File: config.mk
export PLATFORM = sky130hd
export DESIGN_NAME = sorted_wakeup_timer_queue_top
export DESIGN_NICKNAME = d
export VERILOG_FILES = /design/src/swtq_pkg.sv /design/src/sorted_wakeup_timer_queue_top.sv /design/src/swtq_ram.sv
export SDC_FILE = /design/constraint.sdc
export NUM_CORES = 2
export LEC_CHECK = 0
export ABC_AREA = 1
export BUFFER_PORTS_ARGS = -buffer_cell sky130_fd_sc_hd__buf_2
export CORE_UTILIZATION = 39
export CTS_CLUSTER_DIAMETER = 150
export CTS_CLUSTER_SIZE = 40
export DETAILED_ROUTE_END_ITERATION = 16
export GPL_TIMING_DRIVEN = 1
export REMOVE_ABC_BUFFERS = 1
export SETUP_SLACK_MARGIN = 0.05
export SLEW_MARGIN = 40
export SYNTH_ARGS = -nofsm -noshare
export SYNTH_HDL_FRONTEND = slang
export SYNTH_SLANG_ARGS = --single-unit
File: constraint.sdc
create_clock -name clk -period 8.4 [get_ports clk]
set_input_delay 1.68 -clock clk [delete_from_list [all_inputs] [get_ports clk]]
set_output_delay 1.68 -clock clk [all_outputs]
set_load 0.02 [all_outputs]
File: src/swtq_pkg.sv
`timescale 1ns / 1ps
// ----------------------------------------------------------------------------
// swtq_pkg
// Shared types and constants for the sorted wakeup timer queue.
// ----------------------------------------------------------------------------
package swtq_pkg;

  // Field widths of the stream payloads.
  localparam int TICK_W   = 63;
  localparam int ID_W     = 8;
  localparam int DUR_W    = 32;
  localparam int S_DATA_W = 40;  // sleeper_id, sleep_duration
  localparam int M_DATA_W = 72;  // woken_id, tick_count, one pad bit

  // Upper bound on sleepers released by a single tick.
  localparam int MAX_WAKE_PER_TICK = 16;

  // Input operation codes, carried on s_tuser.
  localparam logic OP_SLEEP = 1'b0;
  localparam logic OP_TICK  = 1'b1;

  // Result kinds, carried on m_tuser.
  typedef enum logic [1:0] {
    KIND_ACCEPTED = 2'd0,
    KIND_REJECTED = 2'd1,
    KIND_WOKEN    = 2'd2,
    KIND_NONE_DUE = 2'd3
  } kind_t;

  // One queue entry as held in the entry RAM.
  typedef struct packed {
    logic [TICK_W-1:0] wake;
    logic [ID_W-1:0]   id;
  } entry_t;

  // Sequencer states.
  typedef enum logic [2:0] {
    ST_IDLE,
    ST_INS_CHK,
    ST_INS_PUT,
    ST_TICK_CHK,
    ST_TICK_END
  } state_t;

endpackage

File: src/sorted_wakeup_timer_queue_top.sv
`timescale 1ns / 1ps
// ----------------------------------------------------------------------------
// sorted_wakeup_timer_queue_top
// Tick counter with a wake-time sorted queue of sleepers held in one RAM.
// ----------------------------------------------------------------------------
// A rejected insert, an insert into an empty queue or an idle tick gives
// its result in the cycle after acceptance. An insert walks the entries
// in ST_INS_CHK and then writes in ST_INS_PUT; a tick checks the entries
// in ST_TICK_CHK. Throughput: one item at a time, bounded by the single
// RAM read port that each walked entry passes through.
// Reset: synchronous, active high; clears the count and the queue at once.
// ----------------------------------------------------------------------------
module sorted_wakeup_timer_queue_top #(
  parameter int QUEUE_DEPTH = 16
) (
  input  logic        clk,
  input  logic        rst,
  // Sleep requests and ticks.
  input  logic        s_tvalid,
  output logic        s_tready,
  input  logic [39:0] s_tdata,   // [7:0] sleeper_id, [39:8] sleep_duration
  input  logic [0:0]  s_tuser,   // [0] operation
  // Results.
  output logic        m_tvalid,
  input  logic        m_tready,
  output logic [71:0] m_tdata,   // [7:0] woken_id, [70:8] tick_count, [71] zero
  output logic [1:0]  m_tuser,   // [1:0] result_kind
  output logic        m_tlast
);

  localparam int AW  = $clog2(QUEUE_DEPTH);
  localparam int OW  = $clog2(QUEUE_DEPTH + 1);
  localparam int LIM = (QUEUE_DEPTH < swtq_pkg::MAX_WAKE_PER_TICK) ?
                       QUEUE_DEPTH : swtq_pkg::MAX_WAKE_PER_TICK;
  localparam int EW  = $bits(swtq_pkg::entry_t);

  // Control and payload registers.
  swtq_pkg::state_t state, state_next;
  logic [OW-1:0] occ, occ_next;
  logic [swtq_pkg::TICK_W-1:0] cnt, cnt_next;
  logic [swtq_pkg::TICK_W-1:0] wake, wake_next;
  logic [swtq_pkg::ID_W-1:0] pend_id, pend_id_next;
  logic [AW-1:0] addr, addr_next;
  logic [AW-1:0] put_addr, put_addr_next;
  logic [OW-1:0] n, n_next;

  // Output register.
  logic out_valid, out_valid_next;
  swtq_pkg::kind_t out_kind, out_kind_next;
  logic [swtq_pkg::ID_W-1:0] out_id, out_id_next;
  logic [swtq_pkg::TICK_W-1:0] out_tick, out_tick_next;
  logic out_last, out_last_next;

  // RAM interface.
  logic ram_we, ram_re;
  logic [AW-1:0] ram_waddr, ram_raddr;
  swtq_pkg::entry_t ram_wdata, ram_rdata;
  logic [EW-1:0] ram_rdata_raw;

  // Decoded input fields and helpers.
  logic in_op;
  logic [swtq_pkg::ID_W-1:0] in_id;
  logic [swtq_pkg::DUR_W-1:0] in_dur;
  logic [swtq_pkg::TICK_W:0] wake_sum;
  logic [swtq_pkg::TICK_W-1:0] wake_sat;
  logic [swtq_pkg::TICK_W-1:0] cnt_inc;
  logic [OW-1:0] n_inc;
  logic can_emit, in_acc, due;

  assign in_op  = s_tuser[0];
  assign in_id  = s_tdata[7:0];
  assign in_dur = s_tdata[39:8];

  // Wake time saturates at the largest count.
  assign wake_sum = {1'b0, cnt} + (swtq_pkg::TICK_W + 1)'(in_dur);
  assign wake_sat = wake_sum[swtq_pkg::TICK_W] ? '1 : wake_sum[swtq_pkg::TICK_W-1:0];
  assign cnt_inc  = cnt + swtq_pkg::TICK_W'(1);
  assign n_inc    = n + OW'(1);

  assign ram_rdata = swtq_pkg::entry_t'(ram_rdata_raw);
  assign due       = (ram_rdata.wake <= cnt);

  assign can_emit = !out_valid || m_tready;
  assign s_tready = (state == swtq_pkg::ST_IDLE) && can_emit;
  assign in_acc   = s_tvalid && s_tready;

  // Entries are stored front-last: the front of the queue sits at occ - 1.
  swtq_ram #(
    .WIDTH (EW),
    .DEPTH (QUEUE_DEPTH)
  ) u_ram (
    .clk   (clk),
    .we    (ram_we),
    .waddr (ram_waddr),
    .wdata (EW'(ram_wdata)),
    .re    (ram_re),
    .raddr (ram_raddr),
    .rdata (ram_rdata_raw)
  );

  // Next state, RAM accesses and result generation.
  always_comb begin
    state_next    = state;
    occ_next      = occ;
    cnt_next      = cnt;
    wake_next     = wake;
    pend_id_next  = pend_id;
    addr_next     = addr;
    put_addr_next = put_addr;
    n_next        = n;
    ram_we        = 1'b0;
    ram_re        = 1'b0;
    ram_waddr     = put_addr;
    ram_raddr     = addr;
    ram_wdata     = ram_rdata;
    out_valid_next = m_tready ? 1'b0 : out_valid;
    out_kind_next  = out_kind;
    out_id_next    = out_id;
    out_tick_next  = out_tick;
    out_last_next  = out_last;

    unique case (state)
      swtq_pkg::ST_IDLE: begin
        if (in_acc) begin
          if (in_op == swtq_pkg::OP_SLEEP) begin
            if (occ == OW'(QUEUE_DEPTH)) begin
              out_valid_next = 1'b1;
              out_kind_next  = swtq_pkg::KIND_REJECTED;
              out_id_next    = '0;
              out_tick_next  = cnt;
              out_last_next  = 1'b1;
            end else if (occ == '0) begin
              ram_we         = 1'b1;
              ram_waddr      = '0;
              ram_wdata.wake = wake_sat;
              ram_wdata.id   = in_id;
              occ_next       = occ + OW'(1);
              out_valid_next = 1'b1;
              out_kind_next  = swtq_pkg::KIND_ACCEPTED;
              out_id_next    = '0;
              out_tick_next  = cnt;
              out_last_next  = 1'b1;
            end else begin
              wake_next    = wake_sat;
              pend_id_next = in_id;
              ram_re       = 1'b1;
              ram_raddr    = AW'(occ - OW'(1));
              addr_next    = AW'(occ - OW'(1));
              state_next   = swtq_pkg::ST_INS_CHK;
            end
          end else begin
            cnt_next = cnt_inc;
            if ((cnt_inc == '0) || (occ == '0)) begin
              out_valid_next = 1'b1;
              out_kind_next  = swtq_pkg::KIND_NONE_DUE;
              out_id_next    = '0;
              out_tick_next  = cnt_inc;
              out_last_next  = 1'b1;
            end else begin
              ram_re     = 1'b1;
              ram_raddr  = AW'(occ - OW'(1));
              n_next     = '0;
              state_next = swtq_pkg::ST_TICK_CHK;
            end
          end
        end
      end

      // Walk from the front; entries due no later than the new one move up.
      swtq_pkg::ST_INS_CHK: begin
        if (ram_rdata.wake <= wake) begin
          ram_we    = 1'b1;
          ram_waddr = addr + AW'(1);
          ram_wdata = ram_rdata;
          if (addr == '0) begin
            put_addr_next = '0;
            state_next    = swtq_pkg::ST_INS_PUT;
          end else begin
            ram_re    = 1'b1;
            ram_raddr = addr - AW'(1);
            addr_next = addr - AW'(1);
          end
        end else begin
          put_addr_next = addr + AW'(1);
          state_next    = swtq_pkg::ST_INS_PUT;
        end
      end

      // Place the new sleeper in the gap and report the transaction.
      swtq_pkg::ST_INS_PUT: begin
        if (can_emit) begin
          ram_we         = 1'b1;
          ram_waddr      = put_addr;
          ram_wdata.wake = wake;
          ram_wdata.id   = pend_id;
          occ_next       = occ + OW'(1);
          out_valid_next = 1'b1;
          out_kind_next  = swtq_pkg::KIND_ACCEPTED;
          out_id_next    = '0;
          out_tick_next  = cnt;
          out_last_next  = 1'b1;
          state_next     = swtq_pkg::ST_IDLE;
        end
      end

      // Check the next entry; the one held before it leaves with last set
      // only when this one is not due.
      swtq_pkg::ST_TICK_CHK: begin
        if (can_emit) begin
          if (n != '0) begin
            out_valid_next = 1'b1;
            out_kind_next  = swtq_pkg::KIND_WOKEN;
            out_id_next    = pend_id;
            out_tick_next  = cnt;
            out_last_next  = !due;
          end else if (!due) begin
            out_valid_next = 1'b1;
            out_kind_next  = swtq_pkg::KIND_NONE_DUE;
            out_id_next    = '0;
            out_tick_next  = cnt;
            out_last_next  = 1'b1;
          end
          if (due) begin
            pend_id_next = ram_rdata.id;
            n_next       = n_inc;
            if ((n_inc < occ) && (n_inc < OW'(LIM))) begin
              ram_re    = 1'b1;
              ram_raddr = AW'(occ - OW'(1) - n_inc);
            end else begin
              state_next = swtq_pkg::ST_TICK_END;
            end
          end else begin
            occ_next   = occ - n;
            state_next = swtq_pkg::ST_IDLE;
          end
        end
      end

      // The last released sleeper closes the tick.
      swtq_pkg::ST_TICK_END: begin
        if (can_emit) begin
          out_valid_next = 1'b1;
          out_kind_next  = swtq_pkg::KIND_WOKEN;
          out_id_next    = pend_id;
          out_tick_next  = cnt;
          out_last_next  = 1'b1;
          occ_next       = occ - n;
          state_next     = swtq_pkg::ST_IDLE;
        end
      end

      default: begin
        state_next = swtq_pkg::ST_IDLE;
      end
    endcase
  end

  // Control registers.
  always_ff @(posedge clk) begin
    if (rst) begin
      state     <= swtq_pkg::ST_IDLE;
      occ       <= '0;
      cnt       <= '0;
      out_valid <= 1'b0;
    end else begin
      state     <= state_next;
      occ       <= occ_next;
      cnt       <= cnt_next;
      out_valid <= out_valid_next;
    end
  end

  // Payload registers.
  always_ff @(posedge clk) begin
    wake     <= wake_next;
    pend_id  <= pend_id_next;
    addr     <= addr_next;
    put_addr <= put_addr_next;
    n        <= n_next;
    out_kind <= out_kind_next;
    out_id   <= out_id_next;
    out_tick <= out_tick_next;
    out_last <= out_last_next;
  end

  assign m_tvalid = out_valid;
  assign m_tdata  = {1'b0, out_tick, out_id};
  assign m_tuser  = out_kind;
  assign m_tlast  = out_last;

endmodule

File: src/swtq_ram.sv
`timescale 1ns / 1ps
// ----------------------------------------------------------------------------
// swtq_ram
// Generic single write port RAM with one registered read port.
// ----------------------------------------------------------------------------
module swtq_ram #(
  parameter int WIDTH = 8,
  parameter int DEPTH = 16,
  localparam int AW = $clog2(DEPTH)
) (
  input  logic             clk,
  input  logic             we,
  input  logic [AW-1:0]    waddr,
  input  logic [WIDTH-1:0] wdata,
  input  logic             re,
  input  logic [AW-1:0]    raddr,
  output logic [WIDTH-1:0] rdata
);

  logic [WIDTH-1:0] mem [DEPTH];

  // Write port, and read data that holds while no read is issued.
  always_ff @(posedge clk) begin
    if (we) begin
      mem[waddr] <= wdata;
    end
    if (re) begin
      rdata <= mem[raddr];
    end
  end

endmodule

==> results.md <==
- Sw Pwr: about 16 mW
- # IOs: around 120
- Layout cell share with drive strength beyond 1: under 10%
- Reg2Reg Depth: 21
- Fin Hold WS: 0.569 ns
- Fmax: 162 MHz
- Setup Buffers After CTS: 0
- Max-slew violation count: 0
- Max-slew headroom: slightly above 40%
- DRT iter0 DRCs: ~5700
- Grt total ovfl: 0
- Minimum clock period: around 6.2 ns
- Post-Syn Area: about 0.07 mm2
- Clock power share: 10.1%
- CTS H-tree depth: 2
- Core area: around 0.18 mm2
- Final hold violations: 0
- First-pass GRT wire length: about 330 mm
- Layout Skew: about 0.047 ns
- Sequential cell fraction of total power: 36.4%
- Yosys cell types: 56
- DR vias: about 53000
- CTS tree: built
- Clock buffer depth: 3
- CP Launch Type: register
- Leak: 31.4 nW
- Clock-pin slew on the worst setup and hold paths: 0.15 ns
- Worst skew pair latency: 0.73 ns
- Final nets: roughly 7600
- CTS Hold Bufs: 0
- Drt total wl: around 230 mm
- Placed Cells: a little under 10000
- Critical Path RT: between 8 and 9 ns
- Setup ws final: 2.22 ns
- Outcome: complete, no violations
- Maximum fanout along the worst path: 74
- Port Buffers: 120
- Fin cells: between 9000 and 10000
- Pre-CTS setup slack: approximately 1.7 ns
- Number of synthesized flops with an enable pin: approximately 1400
- Area after DPL: roughly 0.076 mm2
- Async S/R FF share, synth: 0%
- CTS root buf: clkbuf_16
- Buffer and inverter count on the worst path: 3
- Ys Warns: 0
- Fillers: between 15000 and 20000
- Main synth FF type: edfxtp_1
- WL/cell: between 20 and 25 um
- Initial antenna violation count: 5
- Cts repair resizes: 0
- Clock Sinks: between 1000 and 1500
- Max stage delay cell, worst path: buf_4
- Full die area: 0.187 mm2
- Max stage delay on crit path: 0.64 ns
- Worst Tran Pin Value: between 0.8 and 0.9 ns
- DRC violations left: 0
- WP data arrival: 6.65 ns
- RePlAce Congestion: ~1
- Vias per cell: roughly 5.4
- R2r setup slk: roughly 2.2 ns
- Levels on crit path: 21
- Max IR drop VDD: between 0.4 and 0.5 mV
- Worst setup path class: reg -> reg
- Cts bufs inserted: 44
- Crit-path cells: inv_1 > ha_1 > nand2_1 > nor2_1 > nand4_1 > nor4_2 > nand4_1 > nand2_1 > nand2_1 > nand2_1 > nand3_1 > nand2_1 > nor2_1 > nand2_8 > buf_4 > buf_6 > nand3_1 > nand3_1 > nand3_1 > nand3_1 > nand2_1
- Largest net degree at the start of global routing: ~150
- GRT Overall Usage: 23.9%
- Commonest non-fill, non-tap cells in the layout: nand2_1, edfxtp_1, nand3_1
- Seq/Total Area, Yosys: 58.8%
- Num rows: 157
- DP Wirelength: 141 mm
- RSZ-0062 raised after global routing: false
- Initial Util: between 30% and 40%
- Hold Path Depth: 2
- # Max-Cap Violations: 0
- Worst setup EP type: register
- Combinational share of power: around 54%
- Hold Crit Class: reg -> reg
- Sw Ratio: 48.1%
- Post-route clock period utilization: roughly 74%
- Final setup viols: 0
- Vias in the first global route: 49900
- Syn avg cell area: roughly 9.7 um2
- Commonest non-fill, non-tap cell in the layout: nand2_1
- Worst path top cell family by delay: simple AND/OR/NAND/NOR gates
- Internal: about 17 mW
- Final ANT Viol Nets: 0
- Mapped Cells: approximately 7500
- #FFs+latches synth: ~1400
- Die Width: between 400 and 500 um
- Power Density: approximately 420 mW/mm2
- Detailed Routing Iterations Pass 1: 6
- Die height: 432 um
- P&R area growth vs syn: 7.15%
- Cell area after layout: between 0.07 and 0.08 mm2
- Most frequent CP cell: nand2_1
-- kinds of logic (layout without fill, tap and decap cells) --
logic type	Yosys count	after routing	share of synthesized area, %
other	1	8	0.00520
AO/OA/AOI/OAI	613	613	4.91
adder cells (fa/ha/maj)	181	181	3.17
buffers and inverters	1543	1507	8.83
flip-flops	1437	1437	58.8
XOR/XNOR	55	55	0.668
AND/OR/NAND/NOR	3629	3629	23.6
-- through the flow --
| stage | total power [mW] | utilization [%] | setup TNS (ns) |
|---|---|---|---|
| finish | 32.7 | 42.1 | 0 |
| global route | 34.7 | 42.1 | 0 |
| CTS | 32.7 | 42.1 | 0 |
| detailed placement | 29.4 | 41.3 | 0 |
| global placement | 29.0 | 41.1 | 0 |
| floorplan | 23.4 | - | -3456.38 |
-- routing by layer --
metal / vias to the layer above / global-route usage (%) / part of all wire (%) / wire [um]
met2: 1953 / 39.7 / 48 / 109000
met5: - / 0 / 0 / 0
met4: 0 / 9.77 / 4.5 / 10400
li1: 24900 / - / - / -
met3: 336 / 1.86 / 5.8 / 13100
met1: 26100 / 32.4 / 42 / 96200
-- worst min-delay path: stages (launching register included) --
cell	delay, ns
dfxtp_1	0.34
inv_1	0.12
a21oi_1	0.08
-- cells in the mapped netlist (7+ instances only) --
library cell / instances / area (um2)
nor3_1: 18 / 90.1
ha_1: 178 / 2230
a31oi_1: 8 / 50.1
a221oi_1: 62 / 543
or2_2: 8 / 50.1
nand3_2: 103 / 1030
inv_1: 1151 / 4320
nor4_1: 8 / 50.1
a21oi_1: 248 / 1240
buf_1: 26 / 97.6
nand3_1: 1325 / 6630
o211ai_1: 30 / 225
o221ai_1: 12 / 105
buf_12: 12 / 240
buf_4: 44 / 330
o21ai_0: 207 / 1040
nand2_1: 1557 / 5840
inv_2: 14 / 52.6
nor2_2: 19 / 119
edfxtp_1: 1365 / 41000
dfxtp_1: 72 / 1440
a211oi_1: 10 / 75.1
nor2_4: 10 / 113
o21bai_1: 7 / 52.6
buf_2: 130 / 651
xor2_1: 38 / 333
nand2_2: 12 / 75.1
nand4_1: 42 / 263
nand3b_1: 163 / 1220
xnor2_1: 17 / 149
nor2_1: 350 / 1310
clkbuf_1: 157 / 589
-- state kept, by name (all words and copies together) (netlist names) --
name / cells
wake: 63
state: 3
m_tvalid: 1
n: 5
u_ram.rdata: 71
cnt: 63
u_ram.mem: 1136
put_addr: 4
out_tick: 63
out_id: 8
m_tuser: 2
addr: 4
occ: 5
m_tlast: 1
pend_id: 8
-- path summary, 6_finish.rpt --
check | start | end
setup / recovery | cnt[1] | u_ram.rdata[24]
hold / removal | occ[4] | occ[4]
setup reg to reg | cnt[1] | u_ram.rdata[24]
hold reg to reg | occ[4] | occ[4]
-- power by group through the flow --
stage	Sequential, mW	Combinational (mW)	Clock, mW
after global placement	12.0	17.0	0
after detailed placement	12.0	17.4	0
final	11.9	17.5	3.31
after CTS	11.9	17.5	3.37
after floorplan	12.0	11.5	0
after global routing	12.0	19.2	3.58
-- layout make-up --
cell class / count / area (um2) / area share, %
multi-input cells: 4479 / 23800 / 30.8
clock buffers: 74 / 1270 / 1.64
inverters: 1167 / 4380 / 5.67
well taps: 2464 / 3080 / 3.99
diodes: 7 / 17.5 / 0.0227
repair buffers: 258 / 2160 / 2.80
clock inverters: 8 / 153 / 0.198
flip-flops and latches: 1437 / 42400 / 54.9
(Power assumes the default switching activity.)
